[src/owbm_pkg.sv]
`timescale 1ns / 1ps
// Shared types, register indexes and reset values for the one-wire bus master.
// No dependencies; used by owbm_core and one_wire_bus_master.
package owbm_pkg;

    localparam int REG_W    = 10;
    localparam int NUM_REGS = 8;
    localparam int BYTE_W   = 8;
    localparam int BIT_IDX_W = 3;

    // Timing register indexes on the configuration port
    typedef enum logic [2:0] {
        REG_RESET_LOW     = 3'd0,
        REG_PRES_SAMPLE   = 3'd1,
        REG_RESET_TAIL    = 3'd2,
        REG_WRITE_SHORT   = 3'd3,
        REG_WRITE_LONG    = 3'd4,
        REG_READ_LOW      = 3'd5,
        REG_READ_SAMPLE   = 3'd6,
        REG_READ_TAIL     = 3'd7
    } reg_idx_t;

    // Command carried with each tick
    typedef enum logic [1:0] {
        KIND_TICK  = 2'd0,
        KIND_RESET = 2'd1,
        KIND_WRITE = 2'd2,
        KIND_READ  = 2'd3
    } kind_t;

    // Reset values of the timing registers (microsecond ticks)
    localparam logic [REG_W-1:0] DEF_RESET_LOW   = 10'd485;
    localparam logic [REG_W-1:0] DEF_PRES_SAMPLE = 10'd65;
    localparam logic [REG_W-1:0] DEF_RESET_TAIL  = 10'd500;
    localparam logic [REG_W-1:0] DEF_WRITE_SHORT = 10'd3;
    localparam logic [REG_W-1:0] DEF_WRITE_LONG  = 10'd65;
    localparam logic [REG_W-1:0] DEF_READ_LOW    = 10'd2;
    localparam logic [REG_W-1:0] DEF_READ_SAMPLE = 10'd13;
    localparam logic [REG_W-1:0] DEF_READ_TAIL   = 10'd45;

    // Released gap closing every write slot
    localparam logic [REG_W-1:0] WRITE_GAP_US = 10'd5;

    // All timing registers, indexed by reg_idx_t
    typedef logic [NUM_REGS-1:0][REG_W-1:0] timing_t;

    // One result beat
    typedef struct packed {
        logic [BYTE_W-1:0] read_data;
        logic              present;
        logic              done_res;
        logic              busy_res;
        logic              drive_low;
    } result_t;

    // A programmed length of zero counts as one tick
    function automatic logic [REG_W-1:0] reg_len(input logic [REG_W-1:0] v);
        reg_len = (v == '0) ? REG_W'(1) : v;
    endfunction

endpackage

[src/owbm_core.sv]
`timescale 1ns / 1ps
// Bus sequencer: operation, phase, tick and bit counters, shift byte and flags.
// Depends on owbm_pkg. Advances one tick per accepted beat.
module owbm_core (
    input  logic                clk,
    input  logic                rst_n,
    input  logic                accept,
    input  owbm_pkg::kind_t     kind,
    input  logic [7:0]          write_data,
    input  logic                line_in,
    input  owbm_pkg::timing_t   timing,
    output owbm_pkg::result_t   result
);
    import owbm_pkg::*;

    typedef enum logic [1:0] {
        OP_IDLE  = 2'd0,
        OP_RESET = 2'd1,
        OP_WRITE = 2'd2,
        OP_READ  = 2'd3
    } op_t;

    op_t                  op_reg, op_next, op_cur;
    logic [1:0]           phase_reg, phase_next, phase_cur;
    logic [REG_W-1:0]     tick_reg, tick_next, tick_cur;
    logic [BIT_IDX_W-1:0] bit_reg, bit_next, bit_cur;
    logic [BYTE_W-1:0]    shift_reg, shift_next, shift_cur;
    logic                 pres_reg, pres_next;
    logic [BYTE_W-1:0]    rdata_reg, rdata_next;
    logic [REG_W-1:0]     len;
    logic                 last;
    logic                 cur_bit;
    logic                 drive, busy, done;

    // Next state for one tick
    always_comb
    begin
        op_cur    = op_reg;
        phase_cur = phase_reg;
        tick_cur  = tick_reg;
        bit_cur   = bit_reg;
        shift_cur = shift_reg;
        // a command only starts from idle; that tick is its first
        if (op_reg == OP_IDLE && kind != KIND_TICK)
        begin
            op_cur    = op_t'(kind);
            phase_cur = 2'd0;
            tick_cur  = '0;
            bit_cur   = '0;
            shift_cur = (kind == KIND_WRITE) ? write_data : '0;
        end

        cur_bit = shift_cur[bit_cur];

        // length of the current phase
        unique case (op_cur)
            OP_RESET:
            begin
                if (phase_cur == 2'd0)
                    len = reg_len(timing[REG_RESET_LOW]);
                else if (phase_cur == 2'd1)
                    len = reg_len(timing[REG_PRES_SAMPLE]);
                else
                    len = reg_len(timing[REG_RESET_TAIL]);
            end
            OP_WRITE:
            begin
                if (phase_cur == 2'd0)
                    len = reg_len(cur_bit ? timing[REG_WRITE_SHORT] : timing[REG_WRITE_LONG]);
                else if (phase_cur == 2'd1)
                    len = reg_len(cur_bit ? timing[REG_WRITE_LONG] : timing[REG_WRITE_SHORT]);
                else
                    len = WRITE_GAP_US;
            end
            OP_READ:
            begin
                if (phase_cur == 2'd0)
                    len = reg_len(timing[REG_READ_LOW]);
                else if (phase_cur == 2'd1)
                    len = reg_len(timing[REG_READ_SAMPLE]);
                else
                    len = reg_len(timing[REG_READ_TAIL]);
            end
            default: len = REG_W'(1);
        endcase

        last = ({1'b0, tick_cur} + (REG_W+1)'(1)) >= {1'b0, len};

        op_next    = op_cur;
        phase_next = phase_cur;
        tick_next  = tick_cur;
        bit_next   = bit_cur;
        shift_next = shift_cur;
        pres_next  = pres_reg;
        rdata_next = rdata_reg;
        drive      = 1'b0;
        busy       = 1'b0;
        done       = 1'b0;

        if (op_cur != OP_IDLE)
        begin
            busy  = 1'b1;
            drive = (phase_cur == 2'd0);

            // sample at the end of the released phase
            if (last && phase_cur == 2'd1)
            begin
                if (op_cur == OP_RESET)
                    pres_next = ~line_in;
                else if (op_cur == OP_READ && line_in)
                    shift_next[bit_cur] = 1'b1;
            end

            if (!last)
                tick_next = tick_cur + REG_W'(1);
            else
            begin
                tick_next = '0;
                if (phase_cur != 2'd2)
                    phase_next = phase_cur + 2'd1;
                else if (op_cur == OP_RESET || bit_cur == '1)
                begin
                    if (op_cur == OP_READ)
                        rdata_next = shift_next;
                    done       = 1'b1;
                    op_next    = OP_IDLE;
                    phase_next = 2'd0;
                    bit_next   = '0;
                end
                else
                begin
                    phase_next = 2'd0;
                    bit_next   = bit_cur + BIT_IDX_W'(1);
                end
            end
        end
    end

    // State advances on each accepted tick
    always_ff @(posedge clk or negedge rst_n)
    begin
        if (!rst_n)
        begin
            op_reg    <= OP_IDLE;
            phase_reg <= 2'd0;
            tick_reg  <= '0;
            bit_reg   <= '0;
            shift_reg <= '0;
            pres_reg  <= 1'b0;
            rdata_reg <= '0;
        end
        else if (accept)
        begin
            op_reg    <= op_next;
            phase_reg <= phase_next;
            tick_reg  <= tick_next;
            bit_reg   <= bit_next;
            shift_reg <= shift_next;
            pres_reg  <= pres_next;
            rdata_reg <= rdata_next;
        end
    end

    assign result.drive_low = drive;
    assign result.busy_res  = busy;
    assign result.done_res  = done;
    assign result.present   = pres_next;
    assign result.read_data = rdata_next;

`ifndef ASSERT_OFF
    // phase only ever counts low, released, tail
    a_phase_range: assert property (@(posedge clk) disable iff (!rst_n)
        phase_reg != 2'd3)
        else $error("phase out of range");

    // idle leaves counters cleared
    a_idle_clear: assert property (@(posedge clk) disable iff (!rst_n)
        op_reg == OP_IDLE |-> (phase_reg == 2'd0 && tick_reg == '0 && bit_reg == '0))
        else $error("counters not cleared while idle");

    // a done beat returns the sequencer to idle
    a_done_idle: assert property (@(posedge clk) disable iff (!rst_n)
        accept && done |=> op_reg == OP_IDLE)
        else $error("operation still running after done");

    // presence only moves during a reset operation
    a_pres_reset: assert property (@(posedge clk) disable iff (!rst_n)
        !$stable(pres_reg) |-> $past(op_next) == OP_RESET || $past(op_reg) == OP_RESET
                               || $past(op_cur) == OP_RESET)
        else $error("presence changed outside reset");

    // the read byte only changes on the done tick of a read
    a_rdata_done: assert property (@(posedge clk) disable iff (!rst_n)
        !$stable(rdata_reg) |-> $past(done) && $past(accept))
        else $error("read byte changed outside done");
`endif

endmodule

[src/one_wire_bus_master.sv]
`timescale 1ns / 1ps
// Top level of the one-wire bus master: stream ports, timing registers, result register.
// Depends on owbm_pkg and owbm_core.

// Each input beat is one microsecond tick of bus time and yields exactly one
// result beat describing that tick (drive level, busy, done, presence, read
// byte). A beat is taken every clock cycle: the sequencer counters update in
// the cycle the beat is accepted and the result sits in a single output
// register, so one beat per cycle is sustained and a stalled output holds
// back the input only while that register is full and not being taken.
// Commands in tuser start an operation only when the master is idle. The
// timing registers are written through the cfg port (always ready) and
// should only be changed while no operation is running.
module one_wire_bus_master (
    input  logic        clk,
    input  logic        rst_n,
    // input stream
    input  logic        s_axis_tvalid,
    output logic        s_axis_tready,
    input  logic [15:0] s_axis_tdata,   // [7:0] write_data, [8] line_in, rest zero
    input  logic [1:0]  s_axis_tuser,   // [1:0] kind
    // result stream
    output logic        m_axis_tvalid,
    input  logic        m_axis_tready,
    output logic [15:0] m_axis_tdata,   // [0] drive_low, [1] busy_res, [2] done_res,
                                        // [3] present, [11:4] read_data, rest zero
    // configuration writes
    input  logic        cfg_valid,
    output logic        cfg_ready,
    input  logic [2:0]  cfg_index,
    input  logic [9:0]  cfg_data
);
    import owbm_pkg::*;

    timing_t  timing_reg;
    result_t  core_res;
    logic     accept;
    logic     m_valid_reg;
    result_t  m_data_reg;

    assign cfg_ready     = 1'b1;
    assign s_axis_tready = !m_valid_reg || m_axis_tready;
    assign accept        = s_axis_tvalid && s_axis_tready;

    // Timing registers
    always_ff @(posedge clk or negedge rst_n)
    begin
        if (!rst_n)
        begin
            timing_reg[REG_RESET_LOW]   <= DEF_RESET_LOW;
            timing_reg[REG_PRES_SAMPLE] <= DEF_PRES_SAMPLE;
            timing_reg[REG_RESET_TAIL]  <= DEF_RESET_TAIL;
            timing_reg[REG_WRITE_SHORT] <= DEF_WRITE_SHORT;
            timing_reg[REG_WRITE_LONG]  <= DEF_WRITE_LONG;
            timing_reg[REG_READ_LOW]    <= DEF_READ_LOW;
            timing_reg[REG_READ_SAMPLE] <= DEF_READ_SAMPLE;
            timing_reg[REG_READ_TAIL]   <= DEF_READ_TAIL;
        end
        else if (cfg_valid && cfg_ready)
        begin
            timing_reg[cfg_index] <= cfg_data;
        end
    end

    owbm_core u_core (
        .clk        (clk),
        .rst_n      (rst_n),
        .accept     (accept),
        .kind       (kind_t'(s_axis_tuser)),
        .write_data (s_axis_tdata[7:0]),
        .line_in    (s_axis_tdata[8]),
        .timing     (timing_reg),
        .result     (core_res)
    );

    // Output register: valid flag
    always_ff @(posedge clk or negedge rst_n)
    begin
        if (!rst_n)
            m_valid_reg <= 1'b0;
        else if (accept)
            m_valid_reg <= 1'b1;
        else if (m_axis_tready)
            m_valid_reg <= 1'b0;
    end

    // Output register: payload
    always_ff @(posedge clk)
    begin
        if (accept)
            m_data_reg <= core_res;
    end

    assign m_axis_tvalid = m_valid_reg;
    assign m_axis_tdata  = {4'b0, m_data_reg};

endmodule

[config.mk]
export PLATFORM = sky130hd
export DESIGN_NAME = one_wire_bus_master
export DESIGN_NICKNAME = d
export VERILOG_FILES = /design/src/owbm_pkg.sv /design/src/owbm_core.sv /design/src/one_wire_bus_master.sv
export SDC_FILE = /design/constraint.sdc
export NUM_CORES = 1
export LEC_CHECK = 0
export ABC_AREA = 1
export BUFFER_PORTS_ARGS = -buffer_cell sky130_fd_sc_hd__buf_2
export CORE_MARGIN = 1.5
export CORE_UTILIZATION = 60
export DETAILED_ROUTE_END_ITERATION = 16
export PLACE_DENSITY = 0.8
export SLEW_MARGIN = 0
export SYNTH_ARGS = -nofsm -noshare
export SYNTH_HDL_FRONTEND = slang
export SYNTH_SLANG_ARGS = --single-unit
[constraint.sdc]
create_clock -name clk -period 5.7 [get_ports clk]
set_clock_uncertainty 0.15 [all_clocks]
set_input_delay 0.57 -clock clk [delete_from_list [all_inputs] [get_ports clk]]
set_output_delay 0.57 -clock clk [all_outputs]
set_load 0.005 [all_outputs]
## Word-level counts from Yosys, hierarchy flattened

Cells that the tools add are included.
W data, S select, Z words.

| operators by class | value |
|---|---|
| muxes and demuxes | 59 |
| bitwise gates (word level) | 4 |
| equal/unequal tests | 7 |
| $lt $le $gt $ge | 5 |
| $add $sub $neg | 4 |
| reduce and logical (&&, ||, !) cells | 23 |

Operator list:

| kind | count |
|---|---|
| $mux W10 | 20 |
| $mux W8 | 11 |
| $bwmux W80 | 1 |
| $logic_not A10 Y1 | 8 |
| $demux W10 S3 | 1 |
| $pmux W10 S3 | 1 |
| $mux W2 | 9 |
| $mux W3 | 5 |
| $add A10 B1 Y11 const B | 1 |
| $ge A11 B10 Y1 | 1 |
| $add A10 B1 Y10 const B | 1 |
| $mux W1 | 9 |
| $lt A3 B4 Y1 const B | 2 |
| $or A8 B8 Y8 | 1 |
| $eq A2 B2 Y1 const B | 3 |
| $ge A3 B1 Y1 const B | 2 |
| $logic_and A1 B1 Y1 | 6 |
| $reduce_bool A2 Y1 | 3 |
| $eq A2 B1 Y1 const B | 2 |
| $logic_not A2 Y1 | 2 |
| $add A3 B1 Y3 const B | 1 |
| $bmux W1 S3 | 1 |
| $demux W1 S3 | 1 |
| $eq A3 B3 Y1 const B | 1 |
| other kinds (6) | 9 |

| word-level totals | value |
|---|---|
| word-level logic and storage cells | 123 |
| output and inout bits | 19 |
| input bits | 36 |
| flip-flop bits (word level) | 127 |

## Longest topological paths before layout

| logic depth | value |
|---|---|
| depth in word-level cells | 19 |
| depth in mapped cells | 36 |
| mapped depth without buffers | 34 |

## By module

A second synthesis with hierarchy kept.

| unflattened totals | value |
|---|---|
| cell total of the unflattened synthesis | 1,035 |
| area, all modules | 7,536.0 um^2 |

Modules (own cells, without submodules):

| module | sequential area each (um^2) | times used | cells each | area each (um^2) |
|---|---|---|---|---|
| owbm_core | 850.8 | 1 | 645 | 3,868.7 |
| one_wire_bus_master | 2,419.8 | 1 | 390 | 3,667.3 |

## Worst setup path after synthesis

OpenSTA, ideal clock, no wires.

| timing | value |
|---|---|
| path type | input-to-reg |
| start point | in s_axis_tuser[1] |
| end point | reg m_data_reg (netlist bit m_axis_tdata[6]) (data pin) |
| setup time | 0.254 ns |
| path slack | 1.982 ns |
| path buffers | 3 |
| stages | 29 |
| arrival | 3.314 ns |
| required time | 5.296 ns |
| cell sequence | inv_1 -> nand2_1 -> nand2_4 -> buf_12 -> inv_2 -> nor2_4 -> inv_1 -> nor2_4 -> inv_2 -> buf_2 -> o211a_1 -> o21ai_0 -> nand2_1 -> a31oi_1 -> ha_1 -> a21o_1 -> nor2_1 -> nand2_1 -> nand2_1 -> nand3_1 -> nand2_1 -> nand2_1 -> nand2_1 -> nand2_4 -> buf_6 -> nand3_1 -> nand2_1 -> nand2_1 -> nand2_2 |

RTL lines:

| item | RTL line | RTL |
|---|---|---|
| start: declaration | one_wire_bus_master.sv:21 | `input logic [1:0] s_axis_tuser,` |
| end signal: assignment | one_wire_bus_master.sv:91 | `m_data_reg <= core_res;` |
| end: declaration | one_wire_bus_master.sv:39 | `result_t m_data_reg;` |

==> key figures <==
Status
  – Status: complete, no violations

Timing
  – Setup violators final: 0
  – Time the worst path needs with I/O delays and setup: ~4.4 ns
  – Slew Limit Fails: 0
  – Setup TNS Final: 0 ns
  – Final worst path period share: 0.780
  – Worst slew margin: 0.390
  – Peak Freq: roughly 220 MHz
  – Slew @ Worst Pin: between 0.9 and 1 ns
  – Setup repair after global routing missed its margin: false
  – Final hold violations: 0

Cells and area
  – Antenna diodes: 0
  – Area growth, synth to finish: 10.6%
  – FF/Latch Area: 3270 um^2
  – Finished Cell Area: 7990 um^2
  – Fin util: 0.691
  – Fillers: ~960
  – Number of flip-flops under the largest register name: 80
  – Most frequent cells in the layout: nand2_1, o21ai_0, inv_1, dfrtp_1, nand3_1
  – Final Net Count: between 1000 and 1500
  – Multi-input logic area: 3300 um^2
  – Commonest non-fill, non-tap cell in the layout: nand2_1
  – Fraction of layout cells with a size suffix above 1: 0.147

Drt
  – WL final: between 15 and 20 mm
  – Via density: about 5.7
  – DRT iter0 DRCs: roughly 640
  – Antenna Violating Nets Remaining: 0
  – DR WL/cell: between 15 and 20 um
  – Overall via count from detail_route: between 6000 and 7000
  – DR pass1 iterations: 5
  – # DRC: 0

Place
  – DP Area: 7450 um^2
  – Hpwl dp: roughly 12 mm
  – Gpl congestion: 0.918
  – I/O Buffers: 42

Worst setup path
  – CP max-delay cell: o311ai_1
  – Worst path required time: approximately 5.7 ns
  – CP endpoint kind: flop
  – Crit path max fanout: 23
  – Worst Setup Path Type: flop to flop
  – WP data arrival: 4.47 ns
  – Startpoint Class: flop
  – Max incr delay on CP: 0.54 ns
  – Cell mode on critical path: nand2_1

Clocking
  – Num CTS Buffers: 17
  – Skew-Pair Late Insertion Delay: between 0.4 and 0.5 ns
  – CTS Sinks: around 130
  – TritonCTS clock tree: yes
  – Post CTS Setup Buffer Count: 0
  – Clk buf depth: 2
  – Clock root buffer: clkbuf_16
  – Clk slew on worst S/H paths: 0.06 ns
  – Post-CTS Hold Buffers: 0
  – Post-CTS Resized: 0
  – H-tree depth: 4

Logic synthesis
  – Netlist cell types: 53
  – Number of flops mapped to enable cells by yosys: 12
  – Async set or reset register ratio after synthesis: 0.906
  – Synthesis Warnings: 0
  – Post-synth top flop: dfrtp_1
  – Mapped Area: just over 7000 um^2
  – Syn avg cell area: just under 8 um^2
  – Synth area leaders: dfrtp_1, nand2_1, dfstp_2
  – Mapped Cells: 932
  – Yosys top cell area share: 0.308
  – Register area share after synthesis: 0.453
  – Area leader, netlist: dfrtp_1
  – Flops & latches, synth: 127

Global route
  – Largest net degree at the start of global routing: 65
  – Initial antenna violation count: 0
  – Tot GR Track Use: 0.301
  – GRT overflow: 0
  – Global-route wire length before repair: ~30 mm
  – Vias in the first global route: approximately 6100

Pwr
  – Power per Cell Area: between 400 and 500 nW/um^2
  – Total power: roughly 3700 uW
  – Pleak: 0.00403 uW
  – Peak VDD IR: 0.322 mV

Run
  – Max-cap check violation count: 0

Floorplan
  – Effective utilization at floorplan: 0.624
  – Io pins: 55
  – Die ar.: ~13000 um^2
  – Die width: roughly 110 um
  – Rows: 39
  – Core box area: 11600 um^2
  – Die Y: about 110 um

Min path
  – Worst hold-check path type: primary input to async pin
path summary, 6_finish.rpt:
kind / from / end / slack (ns) / cells after the start
min in group clk: cfg_data[4] / timing_reg[74] / 0.22 / 3
worst min register to register: u_core.rdata_reg[3] / u_core.rdata_reg[3] / 0.33 / 2
max in group asynchronous: rst_n / timing_reg[1] / 4.13 / 2
worst max-delay path: u_core.op_reg[1] / m_axis_tdata[9] / 1.25 / 26
worst max register to register: u_core.op_reg[1] / m_axis_tdata[9] / 1.25 / 26
worst min-delay path: rst_n / u_core.tick_reg[2] / 0.09 / 1
synthesized netlist by cell type, drive strengths merged (11+ instances only):
| master | number |
|---|---|
| nor4 | 11 |
| nor2 | 48 |
| edfxtp | 12 |
| a21oi | 17 |
| inv | 109 |
| nand3 | 63 |
| clkbuf | 25 |
| buf | 17 |
| dfrtp | 89 |
| o21ai | 124 |
| nand2 | 305 |
| dfstp | 26 |
| ha | 13 |
through the flow:
stage | instances | worst slack (ns) | hold slack, ns
finish | 1118 | 1.25 | 0.0875
global route | 1118 | 0.833 | 0.159
CTS | 1118 | 1.24 | 0.118
detailed placement | 1086 | 0.983 | 0.321
global placement | 1086 | 1.03 | 0.312
floorplan | 935 | 1.98 | 0.124
report_power, final:
group          switching (uW)  total [uW]  internal, uW
Clock                     389        1010           620
Sequential                127        1240          1120
Combinational             982        1450           464
Total                    1500        3700          2200
layout make-up:
type	count	share of cell area
clock buffer	26	0.0600
multi-input combinational	654	0.414
inverter	112	0.0528
sequential	127	0.410
clock inverter	6	0.00752
tap	143	0.0224
timing repair buffer	50	0.0342
worst max-delay path: cells and delay by family (launching register included):
family | cells | cell delay, ns
buffers and inverters | 4 | 0.89
adder cells (fa/ha/maj) | 1 | 0.29
AO/OA/AOI/OAI | 1 | 0.54
flip-flops | 1 | 0.41
AND/OR/NAND/NOR | 20 | 1.88
metal layers:
metal	share of wire	wire, um	track usage
met1	0.43	7780	0.391
met5	0	0	0
met4	0.029	512	0.126
met3	0.058	1040	0.0734
met2	0.48	8570	0.485
logic make-up after synthesis:
kind of cell | Yosys count | share of synthesized area
AND/OR/NAND/NOR | 441 | 0.275
flip-flops | 127 | 0.453
multiplexers | 2 | 0.00277
buffers and inverters | 154 | 0.0910
XOR/XNOR | 6 | 0.00728
adder cells (fa/ha/maj) | 13 | 0.0225
other | 2 | 0.00104
AO/OA/AOI/OAI | 187 | 0.147
Note: power is estimated with default switching activity, not from simulation.
